--- src/hdl/itp_pkg.sv ---
// ----------------------------------------------------------------------------
// itp_pkg: shared types and constants of the infix-to-postfix converter
// Holds the stack geometry, the character type, the stack operation codes
// and the character codes that the control logic recognizes.
// ----------------------------------------------------------------------------
package itp_pkg;

    localparam int STACK_DEPTH = 32;
    localparam int CNT_W       = $clog2(STACK_DEPTH + 1);

    typedef logic [7:0] t_char;

    typedef enum logic [1:0] {
        ST_HOLD,
        ST_PUSH,
        ST_POP
    } t_stack_op;

    localparam t_char CH_LPAREN = 8'h28;  // '('
    localparam t_char CH_RPAREN = 8'h29;  // ')'
    localparam t_char CH_PLUS   = 8'h2B;  // '+'
    localparam t_char CH_MINUS  = 8'h2D;  // '-'
    localparam t_char CH_STAR   = 8'h2A;  // '*'
    localparam t_char CH_SLASH  = 8'h2F;  // '/'
    localparam t_char CH_CARET  = 8'h5E;  // '^'
    localparam t_char CH_NUL    = 8'h00;  // terminator

endpackage

--- src/hdl/itp_in_if.sv ---
// ----------------------------------------------------------------------------
// itp_in_if: input request channel
// Carries one infix character and the end-of-expression mark.
// ----------------------------------------------------------------------------
interface itp_in_if;
    import itp_pkg::*;

    logic  valid;
    logic  ready;
    t_char in_char;
    logic  expr_last;

    modport source (output valid, output in_char, output expr_last, input ready);
    modport sink   (input valid, input in_char, input expr_last, output ready);
endinterface

--- src/hdl/itp_out_if.sv ---
// ----------------------------------------------------------------------------
// itp_out_if: output request channel
// Carries one postfix character with its framing and status flags.
// ----------------------------------------------------------------------------
interface itp_out_if;
    import itp_pkg::*;

    logic  valid;
    logic  ready;
    t_char out_char;
    logic  run_last;
    logic  expr_end;
    logic  overflow;

    modport source (output valid, output out_char, output run_last,
                    output expr_end, output overflow, input ready);
    modport sink   (input valid, input out_char, input run_last,
                    input expr_end, input overflow, output ready);
endinterface

--- src/hdl/itp_cell.sv ---
// ----------------------------------------------------------------------------
// itp_cell: one entry of the shifting operator stack
// Take the upper neighbor's entry on push, the lower neighbor's on pop.
// ----------------------------------------------------------------------------
module itp_cell (
    input  logic              i_clk,
    input  itp_pkg::t_stack_op i_op,
    input  itp_pkg::t_char    i_from_up,
    input  itp_pkg::t_char    i_from_down,
    output itp_pkg::t_char    o_data
);
    import itp_pkg::*;

    t_char r_data;

    always_ff @(posedge i_clk) begin
        unique case (i_op)
            ST_PUSH: r_data <= i_from_up;
            ST_POP:  r_data <= i_from_down;
            default: r_data <= r_data;
        endcase
    end

    assign o_data = r_data;

endmodule

--- src/hdl/itp_stack.sv ---
// ----------------------------------------------------------------------------
// itp_stack: operator stack built as a chain of cells
// Cell zero is the top; push shifts down the chain, pop shifts up.
// ----------------------------------------------------------------------------
module itp_stack (
    input  logic               i_clk,
    input  itp_pkg::t_stack_op i_op,
    input  itp_pkg::t_char     i_push_data,
    output itp_pkg::t_char     o_top,
    output itp_pkg::t_char     o_second
);
    import itp_pkg::*;

    t_char w_data [STACK_DEPTH];

    for (genvar g = 0; g < STACK_DEPTH; g++) begin : g_cell
        t_char w_up;
        t_char w_down;

        if (g == 0) begin : g_top
            assign w_up = i_push_data;
        end else begin : g_mid
            assign w_up = w_data[g-1];
        end

        if (g == STACK_DEPTH - 1) begin : g_bottom
            assign w_down = CH_NUL;
        end else begin : g_inner
            assign w_down = w_data[g+1];
        end

        itp_cell u_cell (
            .i_clk       (i_clk),
            .i_op        (i_op),
            .i_from_up   (w_up),
            .i_from_down (w_down),
            .o_data      (w_data[g])
        );
    end

    assign o_top    = w_data[0];
    assign o_second = w_data[1];

endmodule

--- src/hdl/infix_to_postfix_converter.sv ---
// ----------------------------------------------------------------------------
// infix_to_postfix_converter: shunting-yard conversion, one character a request
// A request is taken only in the idle state; the held character is then worked off
//   (operators popped to the output, then a push or a pass) before the next is
//   taken, and a final character also drains the stack and sends the terminator.
// The cell chain makes one stack shift per cycle, none while a pop waits on output.
// Reset (synchronous, active low) empties the stack and clears overflow.
// ----------------------------------------------------------------------------
module infix_to_postfix_converter (
    input  logic        i_clk,
    input  logic        i_rst_n,
    itp_in_if.sink      i_in,
    itp_out_if.source   o_out
);
    import itp_pkg::*;

    // Precedence: + - are 1, * / are 2, ^ is 3, everything else -1.
    function automatic logic signed [2:0] prec_of(input t_char c);
        logic signed [2:0] p;
        begin
            unique case (c)
                CH_PLUS, CH_MINUS: p = 3'sd1;
                CH_STAR, CH_SLASH: p = 3'sd2;
                CH_CARET:          p = 3'sd3;
                default:           p = -3'sd1;
            endcase
            return p;
        end
    endfunction

    function automatic logic is_letter(input t_char c);
        return ((c >= 8'h61) && (c <= 8'h7A)) || ((c >= 8'h41) && (c <= 8'h5A));
    endfunction

    typedef enum logic [1:0] {
        S_IDLE,   // wait for a character
        S_WORK,   // pop, push or pass the held character
        S_FLUSH   // drain the stack, then send the terminator
    } t_state;

    t_state              r_state, n_state;
    t_char               r_char;
    logic                r_last;
    logic [CNT_W-1:0]    r_cnt, n_cnt;
    logic                r_ovf, n_ovf;

    // Output register
    logic                r_out_valid;
    t_char               r_out_char;
    logic                r_out_run_last;
    logic                r_out_expr_end;
    logic                r_out_ovf;

    // Stack chain
    t_stack_op           w_op;
    t_char               w_top;
    t_char               w_second;

    // Result produced this cycle
    logic                w_emit;
    t_char               w_emit_char;
    logic                w_emit_run_last;
    logic                w_emit_end;

    logic                w_accept;
    logic                w_out_free;
    logic                w_empty;
    logic                w_full;
    logic                w_top_wins;
    logic                w_second_wins;
    logic                w_more;

    itp_stack u_stack (
        .i_clk       (i_clk),
        .i_op        (w_op),
        .i_push_data (r_char),
        .o_top       (w_top),
        .o_second    (w_second)
    );

    assign i_in.ready  = (r_state == S_IDLE);
    assign w_accept    = i_in.valid && i_in.ready;
    assign w_out_free  = !r_out_valid || o_out.ready;
    assign w_empty     = (r_cnt == '0);
    assign w_full      = (r_cnt == CNT_W'(STACK_DEPTH));
    // Held character yields to the top (and to the entry beneath it)
    assign w_top_wins    = (prec_of(r_char) <= prec_of(w_top));
    assign w_second_wins = (prec_of(r_char) <= prec_of(w_second));
    assign w_more        = (r_cnt > CNT_W'(1));

    always_comb begin
        n_state         = r_state;
        n_cnt           = r_cnt;
        n_ovf           = r_ovf;
        w_op            = ST_HOLD;
        w_emit          = 1'b0;
        w_emit_char     = w_top;
        w_emit_run_last = 1'b0;
        w_emit_end      = 1'b0;

        unique case (r_state)
            S_IDLE: begin
                if (w_accept) begin
                    n_state = S_WORK;
                end
            end

            S_WORK: begin
                priority if (is_letter(r_char)) begin
                    // pass letters straight through
                    if (w_out_free) begin
                        w_emit          = 1'b1;
                        w_emit_char     = r_char;
                        w_emit_run_last = !r_last;
                        n_state         = r_last ? S_FLUSH : S_IDLE;
                    end
                end else if (r_char == CH_LPAREN) begin
                    if (w_full) begin
                        n_ovf = 1'b1;
                    end else begin
                        w_op  = ST_PUSH;
                        n_cnt = r_cnt + CNT_W'(1);
                    end
                    n_state = r_last ? S_FLUSH : S_IDLE;
                end else if (r_char == CH_RPAREN) begin
                    if (!w_empty && (w_top != CH_LPAREN)) begin
                        // pop until the matching '('
                        if (w_out_free) begin
                            w_emit          = 1'b1;
                            w_emit_run_last = !r_last &&
                                              (!w_more || (w_second == CH_LPAREN));
                            w_op            = ST_POP;
                            n_cnt           = r_cnt - CNT_W'(1);
                        end
                    end else begin
                        // drop the '(' if there is one
                        if (!w_empty) begin
                            w_op  = ST_POP;
                            n_cnt = r_cnt - CNT_W'(1);
                        end
                        n_state = r_last ? S_FLUSH : S_IDLE;
                    end
                end else begin
                    if (!w_empty && w_top_wins) begin
                        if (w_out_free) begin
                            w_emit          = 1'b1;
                            w_emit_run_last = !r_last && !(w_more && w_second_wins);
                            w_op            = ST_POP;
                            n_cnt           = r_cnt - CNT_W'(1);
                        end
                    end else begin
                        if (w_full) begin
                            n_ovf = 1'b1;
                        end else begin
                            w_op  = ST_PUSH;
                            n_cnt = r_cnt + CNT_W'(1);
                        end
                        n_state = r_last ? S_FLUSH : S_IDLE;
                    end
                end
            end

            S_FLUSH: begin
                if (w_out_free) begin
                    w_emit = 1'b1;
                    if (!w_empty) begin
                        w_op  = ST_POP;
                        n_cnt = r_cnt - CNT_W'(1);
                    end else begin
                        // terminator shows the flag, then clear it
                        w_emit_char     = CH_NUL;
                        w_emit_end      = 1'b1;
                        w_emit_run_last = 1'b1;
                        n_ovf           = 1'b0;
                        n_state         = S_IDLE;
                    end
                end
            end

            default: n_state = S_IDLE;
        endcase
    end

    always_ff @(posedge i_clk) begin
        if (!i_rst_n) begin
            r_state     <= S_IDLE;
            r_cnt       <= '0;
            r_ovf       <= 1'b0;
            r_out_valid <= 1'b0;
        end else begin
            r_state <= n_state;
            r_cnt   <= n_cnt;
            r_ovf   <= n_ovf;
            if (w_accept) begin
                r_char <= i_in.in_char;
                r_last <= i_in.expr_last;
            end
            if (w_emit) begin
                r_out_valid    <= 1'b1;
                r_out_char     <= w_emit_char;
                r_out_run_last <= w_emit_run_last;
                r_out_expr_end <= w_emit_end;
                r_out_ovf      <= r_ovf;
            end else if (o_out.ready) begin
                r_out_valid <= 1'b0;
            end
        end
    end

    assign o_out.valid    = r_out_valid;
    assign o_out.out_char = r_out_char;
    assign o_out.run_last = r_out_run_last;
    assign o_out.expr_end = r_out_expr_end;
    assign o_out.overflow = r_out_ovf;

endmodule

--- src/flat_wrapper.sv ---
// flat-port wrapper written by rule: the top's interface ports become plain ports
module infix_to_postfix_converter_flat import itp_pkg::*;
  (i_clk, i_rst_n, i_in_valid, i_in_in_char, i_in_expr_last, i_in_ready, o_out_valid, o_out_out_char, o_out_run_last, o_out_expr_end, o_out_overflow, o_out_ready);
  itp_in_if i_in_i ();
  itp_out_if o_out_i ();
  input  logic i_clk;
  input  logic i_rst_n;
  input wire logic [$bits(i_in_i.valid)-1:0] i_in_valid;
  input wire logic [$bits(i_in_i.in_char)-1:0] i_in_in_char;
  input wire logic [$bits(i_in_i.expr_last)-1:0] i_in_expr_last;
  output wire logic [$bits(i_in_i.ready)-1:0] i_in_ready;
  output wire logic [$bits(o_out_i.valid)-1:0] o_out_valid;
  output wire logic [$bits(o_out_i.out_char)-1:0] o_out_out_char;
  output wire logic [$bits(o_out_i.run_last)-1:0] o_out_run_last;
  output wire logic [$bits(o_out_i.expr_end)-1:0] o_out_expr_end;
  output wire logic [$bits(o_out_i.overflow)-1:0] o_out_overflow;
  input wire logic [$bits(o_out_i.ready)-1:0] o_out_ready;
  assign i_in_i.valid = i_in_valid;
  assign i_in_i.in_char = i_in_in_char;
  assign i_in_i.expr_last = i_in_expr_last;
  assign i_in_ready = i_in_i.ready;
  assign o_out_valid = o_out_i.valid;
  assign o_out_out_char = o_out_i.out_char;
  assign o_out_run_last = o_out_i.run_last;
  assign o_out_expr_end = o_out_i.expr_end;
  assign o_out_overflow = o_out_i.overflow;
  assign o_out_i.ready = o_out_ready;
  infix_to_postfix_converter u_core (.i_clk(i_clk), .i_rst_n(i_rst_n), .i_in(i_in_i), .o_out(o_out_i));
endmodule
--- config.mk ---
export PLATFORM = sky130hd
export DESIGN_NAME = infix_to_postfix_converter_flat
export DESIGN_NICKNAME = d
export VERILOG_FILES = /design/src/hdl/itp_pkg.sv /design/src/hdl/itp_in_if.sv /design/src/hdl/itp_out_if.sv /design/src/hdl/itp_cell.sv /design/src/hdl/itp_stack.sv /design/src/hdl/infix_to_postfix_converter.sv /design/src/flat_wrapper.sv
export SDC_FILE = /design/constraint.sdc
export NUM_CORES = 1
export LEC_CHECK = 0
export BUFFER_PORTS_ARGS = -buffer_cell sky130_fd_sc_hd__buf_2
export CORE_ASPECT_RATIO = 0.7
export CORE_MARGIN = 10
export CORE_UTILIZATION = 45
export DETAILED_ROUTE_END_ITERATION = 8
export GPL_TIMING_DRIVEN = 0
export PLACE_DENSITY = 0.56
export SYNTH_ARGS = -nofsm -noshare
export SYNTH_HDL_FRONTEND = slang
export SYNTH_SLANG_ARGS = --single-unit
export TNS_END_PERCENT = 20
--- constraint.sdc ---
create_clock -name i_clk -period 12.52 [get_ports i_clk]
set_input_delay 3.13 -clock i_clk [delete_from_list [all_inputs] [get_ports i_clk]]
set_output_delay 3.13 -clock i_clk [all_outputs]
set_load 0.02 [all_outputs]
==> flow_summary_export.csv, run 1 <==
group,metric,value,unit
outcome,status,"completed",
timing,holdWs,0.473,ns
placement,placement.io_buffers,25,
yosys,synth_cells,806,
timing,rsz0062_at_grt,"no",
critical_path,critical_path.max_fanout,10,
final_layout,drive_above_1_share,37.8,%
final_layout,finish.net_count,890,
global_route,number_of_antenna_violations_at_the_first_check_in_global_routing,0,
critical_path,crit_required,12.81,ns
critical_path,critical-path-top-delay-family,"buffers and inverters",
detailed_routing,totalWireLength,24500,µm
cts,ctsResizeCount,0,
yosys,synth.distinct_cells,66,
cts,clock_sinks,286,
timing,min_tclk_post_route,5.92,ns
floorplan,dieHeight,162,µm
timing,fin_skew,0.0153,ns
cts,cts_tree,"built",
cts,clk_pin_slew_worst_paths,0.06,ns
critical_path,timing.reg2reg.setup_slack,7.40,ns
detailed_routing,num_vias,6967,
power,power_per_cell_area,214,nW/µm²
yosys,synth.yosys.seq_area_share,65.0,%
cts,ctsHtreeMaxLevel,1,
yosys,synth.avg_cell_area,16.2,µm²
final_layout,fin_util,50.5,%
detailed_routing,wire_per_inst,19.4,µm
timing,hold_violations,0,
min_path,hold_path_startpoint,"u_core.r_ovf$_SDFFE_PN0P_",
placement,gpl.final_weighted_congestion,0.847,
final_layout,num-fill-cells,2423,
final_layout,layout_common_cells,"276 x edfxtp_1, 249 x mux2_2, 44 x clkbuf_1, 29 x clkbuf_16, 27 x buf_2",
yosys,synth_enable_flop_cells,276,
critical_path,cp_slowest_cell,"clkbuf_1",
floorplan,fp.coreArea,28800,µm²
cts,cts.hold.buffers_added,0,
power,p_total,3.11,mW
global_route,via_count_of_the_first_global_routing_pass,7042,
floorplan,rows,52,
critical_path,cp.depth,11,
timing,worst_pin_slew,0.958,ns
cts,cts-buffers-inserted,29,
floorplan,ioPinCount,26,
critical_path,critical_path_buf_inv_count,5,
timing,slew_violations,0,
detailed_routing,drt-pass1-iter-count,5,
job,timing.max_cap.violations,0,
critical_path,worst_r2r_endpoint,"u_core.u_stack.g_cell[27].u_cell.o_data[4]$_DFFE_PP_",
yosys,ys_ff_latch,286,
min_path,hold_path_end,"u_core.o_out.overflow$_DFFE_PP_",
floorplan,dieWidth,224,µm
detailed_routing,drt.antenna.violating_nets,0,
global_route,grt-ovfl-total,0,
floorplan,initial_core_util,45.4,%
yosys,syn_nets,833,
final_layout,antenna_cells_inserted,0,
final_layout,layout_commonest_cell,"edfxtp_1",
yosys,synth-warning-count,0,
min_path,worst_hold_path_type,"reg -> reg",
cts,post-cts-setup-buffers,0,
timing,max-slew-margin-rel,36.1,%
placement,dp_hpwl,16700,µm
cts,cts_max_path_buffers,3,
global_route,grtUsageTotal,13.2,%
yosys,synth_area_leaders,"edfxtp_1 63%, mux2_2 21%, dfxtp_1 1.5%",
timing,setup_violations,0,
critical_path,critPathKind,"in -> reg",
cts,cts_root_buffer,"clkbuf_16",
timing,max_freq,0.169,GHz
yosys,synth_area,13100,µm²
detailed_routing,routed_via_density,5.52,
critical_path,reg2reg_from,"u_core.r_char[6]$_DFFE_PP_",
yosys,synth_top_cell_area_share,63.5,%
critical_path,path_cells,"buf_2 > nand2b_1 > clkbuf_1 > a31oi_1 > a2111oi_0 > o21a_1 > ha_1 > clkbuf_1 > clkbuf_1 > clkbuf_1 > mux2_2",
yosys,cell_accounting_for_the_most_synthesized_area,"edfxtp_1",
floorplan,die_area,36300,µm²
min_path,worst_hold_path.num_cells,0,
yosys,async_flop_share,0,%
global_route,grt_start_max_net_pins,139,
detailed_routing,drt-initial-drc-count,522,
power,irDropWorstVdd,0.000105,V
critical_path,sort_of_element_at_the_end_of_the_critical_path,"flip-flop",
power,total_leakage_power,4.68,nW
cts,clk_lat_worst_skew,0.55,ns
global_route,grt_pass1_wl,39400,µm
critical_path,worst_ep_arrival_time,6.21,ns
detailed_routing,drc,0,
critical_path,r2r.worst_path.cells,12,
critical_path,path_common_cell,"clkbuf_1",
timing,setup-tns-final,0,ns
final_layout,synthesis_to_layout_area_growth,11.2,%
timing,timing.final.crit_share,47.3,%
yosys,ys_dominant_reg_cell,"edfxtp_1",
critical_path,longest_individual_stage_delay_on_the_worst_path,0.55,ns
critical_path,worst_setup_sp_type,"input pin",
==> flip-flops by register name, summed over array words and instances (netlist names) <==
| signal | flops |
|---|---|
| u_core.u_stack.g_cell.u_cell.o_data | 256 |
| u_core.o_out.valid | 1 |
| u_core.o_out.overflow | 1 |
| u_core.o_out.out_char | 8 |
| u_core.r_last | 1 |
| u_core.o_out.expr_end | 1 |
| u_core.r_cnt | 6 |
| u_core.r_ovf | 1 |
| u_core.r_state | 2 |
| u_core.o_out.run_last | 1 |
| u_core.r_char | 8 |
==> through the flow <==
stage | setup slack [ns] | instance area (µm²) | cells
finish | 6.60 | 14500 | 1262
global route | 6.30 | 14500 | 1262
CTS | 6.61 | 14500 | 1262
detailed placement | 6.06 | 13700 | 1210
global placement | 0.669 | 13700 | 1209
floorplan | 2.73 | 13100 | 806
==> Yosys cell counts (4+ instances only) <==
cell,n
a22o_1,5
edfxtp_1,276
nor2_1,17
ha_1,14
xnor2_1,5
dfxtp_1,10
nand3_1,12
and3_1,6
a211oi_1,5
a21oi_1,12
nand2_1,24
clkbuf_1,35
nor2b_1,12
o21ai_0,20
o21a_1,4
nor3_1,5
mux2_2,249
a31oi_1,6
and2_1,4
nor3b_1,5
inv_1,9
xor2_1,6
==> per-layer routing <==
| metal | GRT usage (%) | share of wire, % |
|---|---|---|
| met2 | 18.0 | 41 |
| met4 | 2.94 | 1.6 |
| met3 | 2.78 | 4.3 |
| met5 | 0 | 0 |
| met1 | 20.7 | 53 |
==> worst max path at each step <==
stage,start,endpoint,slack [ns]
after detailed placement,o_out_ready,u_core.u_stack.g_cell[30].u_cell.o_data[1]$_DFFE_PP_,6.06
after CTS,o_out_ready,u_core.u_stack.g_cell[30].u_cell.o_data[6]$_DFFE_PP_,6.61
after floorplan,o_out_ready,u_core.u_stack.g_cell[0].u_cell.o_data[0]$_DFFE_PP_,2.73
final,o_out_ready,u_core.u_stack.g_cell[30].u_cell.o_data[4]$_DFFE_PP_,6.60
after global routing,o_out_ready,u_core.u_stack.g_cell[29].u_cell.o_data[3]$_DFFE_PP_,6.30
after global placement,o_out_ready,u_core.u_stack.g_cell[16].u_cell.o_data[0]$_DFFE_PP_,0.67
==> where the power goes <==
group / switching (mW) / internal (mW) / total [mW]
sequential: 0.128 / 1.42 / 1.55
combinational: 0.425 / 0.361 / 0.787
clock: 0.347 / 0.424 / 0.771
total: 0.901 / 2.20 / 3.11
==> layout make-up <==
type	count	area, µm²	area share (%)
buffer	46	239	1.65
multi-input combinational	465	4290	29.6
sequential	286	8490	58.5
inverter	9	41.3	0.285
clock inverter	14	63.8	0.440
tap	378	473	3.26
timing repair buffer	26	153	1.05
clock buffer	38	759	5.23
==> worst reg2reg max path, cell delays in order (launching register included) <==
cell and delay [ns]:
edfxtp_1 0.54, nor3b_2 0.42, and2_1 0.20, nand3_1 0.14, ha_1 0.33, nor2b_1 0.14, o311a_1 0.24, nand3b_1 0.39
nand2_1 0.15, or4_1 0.54, ha_1 0.40, inv_8 0.64, buf_16 0.53
==> kinds of logic after synthesis <==
kind of cell               count (synthesis)  synth area share (%)
buffers and inverters                     55                  2.09
xor gates and xnor gates                  11                 0.738
DFF                                      286                  65.0
adders and majority gates                 14                  1.34
and+or+nand+nor                          109                  4.76
AOI/OAI and AO/OA                         79                  4.32
muxes                                    252                  21.7
Note: power is estimated with default switching activity, not from simulation.
==> inputs of run 2 (changes only) <==
--- a/config.mk
+++ b/config.mk
@@ -11,7 +11,7 @@
 export CORE_UTILIZATION = 45
 export DETAILED_ROUTE_END_ITERATION = 8
 export GPL_TIMING_DRIVEN = 0
-export PLACE_DENSITY = 0.56
+export PLACE_DENSITY = 0.59
 export SYNTH_ARGS = -nofsm -noshare
 export SYNTH_HDL_FRONTEND = slang
 export SYNTH_SLANG_ARGS = --single-unit
==> constraint.sdc (replaced) <==
create_clock -name i_clk -period 5.1 [get_ports i_clk]
set_input_delay 1.275 -clock i_clk [delete_from_list [all_inputs] [get_ports i_clk]]
set_output_delay 1.275 -clock i_clk [all_outputs]
set_load 0.02 [all_outputs]
==> run 2 against run 1 <==
Compared with the run above: wire length rose by 3.0%; sequential cell count did not move; combinational power rose to 2.6 times the previous value; global-route usage rose by 0.28 points; utilization rose by 0.53 points; via count rose by 1.4%; clock-buffer cell count fell by 2; clock skew barely moved.
==> flow_summary_export.csv, run 2 (synthesized netlist as in run 1, its figures left out) <==
group,metric,value,unit
outcome,status,"completed",
critical_path,cp_slowest_cell,"or4_4",
timing,fin_skew,0.0155,ns
critical_path,worst_ep_arrival_time,5.08,ns
placement,placement.io_buffers,25,
timing,hold_violations,0,
critical_path,critical_path_buf_inv_count,4,
global_route,grtUsageTotal,13.5,%
floorplan,dieHeight,162,µm
placement,place_inst,1214,
final_layout,layout_commonest_cell,"edfxtp_1",
power,total_leakage_power,4.73,nW
floorplan,fp.coreArea,28800,µm²
critical_path,worst_setup_sp_type,"flip-flop",
final_layout,final_cell_area,14700,µm²
power,irDropWorstVdd,0.000306,V
final_layout,antenna_cells_inserted,0,
timing,max-slew-margin-rel,39.0,%
cts,cts-buffers-inserted,29,
critical_path,sort_of_element_at_the_end_of_the_critical_path,"flip-flop",
global_route,grt_pass1_wl,40200,µm
floorplan,initial_core_util,45.4,%
final_layout,final-instance-count-excl-fill,1268,
job,timing.max_cap.violations,0,
timing,setup_violations,0,
cts,cts_max_path_buffers,3,
cts,cts_tree,"built",
global_route,grt-ovfl-total,0,
floorplan,dieWidth,224,µm
detailed_routing,wire_per_inst,19.9,µm
critical_path,critical_path.max_fanout,50,
floorplan,ioPinCount,26,
min_path,worst_hold_path_type,"reg -> reg",
timing,slew_violations,0,
detailed_routing,drt-pass1-iter-count,5,
timing,worst_pin_slew,0.910,ns
detailed_routing,drc,0,
detailed_routing,routed_via_density,5.57,
cts,cts_root_buffer,"clkbuf_16",
critical_path,longest_individual_stage_delay_on_the_worst_path,0.53,ns
critical_path,critical-path-top-delay-family,"simple AND/OR/NAND/NOR gates",
cts,ctsHtreeMaxLevel,1,
placement,dp_hpwl,17600,µm
final_layout,layout_common_cells,"276 x edfxtp_1, 249 x mux2_2, 39 x clkbuf_1, 29 x clkbuf_16, 27 x buf_2",
timing,rsz0062_at_grt,"yes",
floorplan,rows,52,
floorplan,die_area,36300,µm²
detailed_routing,drt.antenna.violating_nets,0,
cts,clk_pin_slew_worst_paths,0.06,ns
global_route,grt_start_max_net_pins,51,
critical_path,path_common_cell,"buf_12",
critical_path,critPathKind,"reg -> reg",
critical_path,path_cells,"nor2_1 > and4b_1 > mux2_2 > a32o_1 > ha_1 > nor2_1 > a21oi_1 > nand3b_1 > nand2_1 > or4_4 > ha_4 > clkinvlp_4 > buf_12 > buf_12 > buf_12",
critical_path,crit_required,5.32,ns
cts,clk_lat_worst_skew,0.54,ns
final_layout,largest_reg_flops,256,
global_route,via_count_of_the_first_global_routing_pass,7247,
cts,cts.hold.buffers_added,0,
timing,holdWs,0.469,ns
global_route,number_of_antenna_violations_at_the_first_check_in_global_routing,0,
final_layout,fin_util,51.0,%
final_layout,drive_above_1_share,38.9,%
timing,max_freq,0.206,GHz
timing,timing.final.crit_share,95.4,%
cts,clock_sinks,286,
detailed_routing,totalWireLength,25200,µm
placement,dp_area,13800,µm²
detailed_routing,drt-initial-drc-count,448,
detailed_routing,num_vias,7065,
final_layout,synthesis_to_layout_area_growth,12.3,%
timing,min_tclk_post_route,4.87,ns
final_layout,finish.net_count,896,
placement,gpl.final_weighted_congestion,0.857,
power,power_per_cell_area,532,nW/µm²
run 2: changes by cell type in the layout (fill, tap and decap cells not counted), moves of 2 or more:
cell	before	now
clkbuf_1	44	39
clkinvlp_2	0	2
clkinv_2	5	3
bufinv_16	0	2
clkbuf_2	0	3
buf_12	0	5
clkinvlp_4	0	3
run 2: stage by stage:
step / setup slack [ns] / setup TNS (ns) / power [mW]
5_1_grt: -0.000190 / -0.000190 / 8.22
3_3_place_gp: -3.56 / -906.52 / 5.78
6_report: 0.235 / 0 / 7.79
3_5_place_dp: -0.148 / -7.27 / 5.85
4_1_cts: 0.161 / 0 / 7.87
2_1_floorplan: -1.76 / -451.32 / 5.30
run 2: area by class of cell:
cell class	count	area, µm²
tap	378	473
timing repair inverter	2	10.0
fill	2384	14100
timing repair buffer	30	225
clock inverter	16	124
buffer	46	243
multi-input combinational	465	4310
sequential	286	8490
clock buffer	36	752
inverter	9	37.5
run 2: per-layer routing:
layer | vias to the layer above | wire length (µm) | global-route usage [%]
met1 | 3614 | 12800 | 20.5
met5 | - | 0 | 0
met4 | 0 | 406 | 2.82
li1 | 3271 | - | -
met3 | 34 | 1170 | 2.56
met2 | 146 | 10900 | 19.4
run 2: worst paths after layout:
check                                                      start                                                   end  slack [ns]  depth (start not counted)
min                                    u_core.r_ovf$_SDFFE_PN0P_                       u_core.o_out.overflow$_DFFE_PP_        0.47                          0
min reg2reg                            u_core.r_ovf$_SDFFE_PN0P_                       u_core.o_out.overflow$_DFFE_PP_        0.47                          0
max          u_core.u_stack.g_cell[0].u_cell.o_data[4]$_DFFE_PP_  u_core.u_stack.g_cell[14].u_cell.o_data[0]$_DFFE_PP_        0.23                         15
max reg2reg  u_core.u_stack.g_cell[0].u_cell.o_data[4]$_DFFE_PP_  u_core.u_stack.g_cell[14].u_cell.o_data[0]$_DFFE_PP_        0.23                         15
run 2: power breakdown:
part / total (mW) / switching, mW / leakage (nW) / internal (mW)
clock network: 1.98 / 0.844 / 0.420 / 1.14
registers: 3.80 / 0.322 / 2.59 / 3.48
logic: 2.01 / 1.08 / 1.73 / 0.934
total: 7.79 / 2.25 / 4.73 / 5.55
run 2: repair_timing:
action	CTS	global route
setup buffers	0	0
hold endpoints to repair	0	0
gates cloned	1	1
endpoints found under the setup margin	50	71
resized for setup	0	6
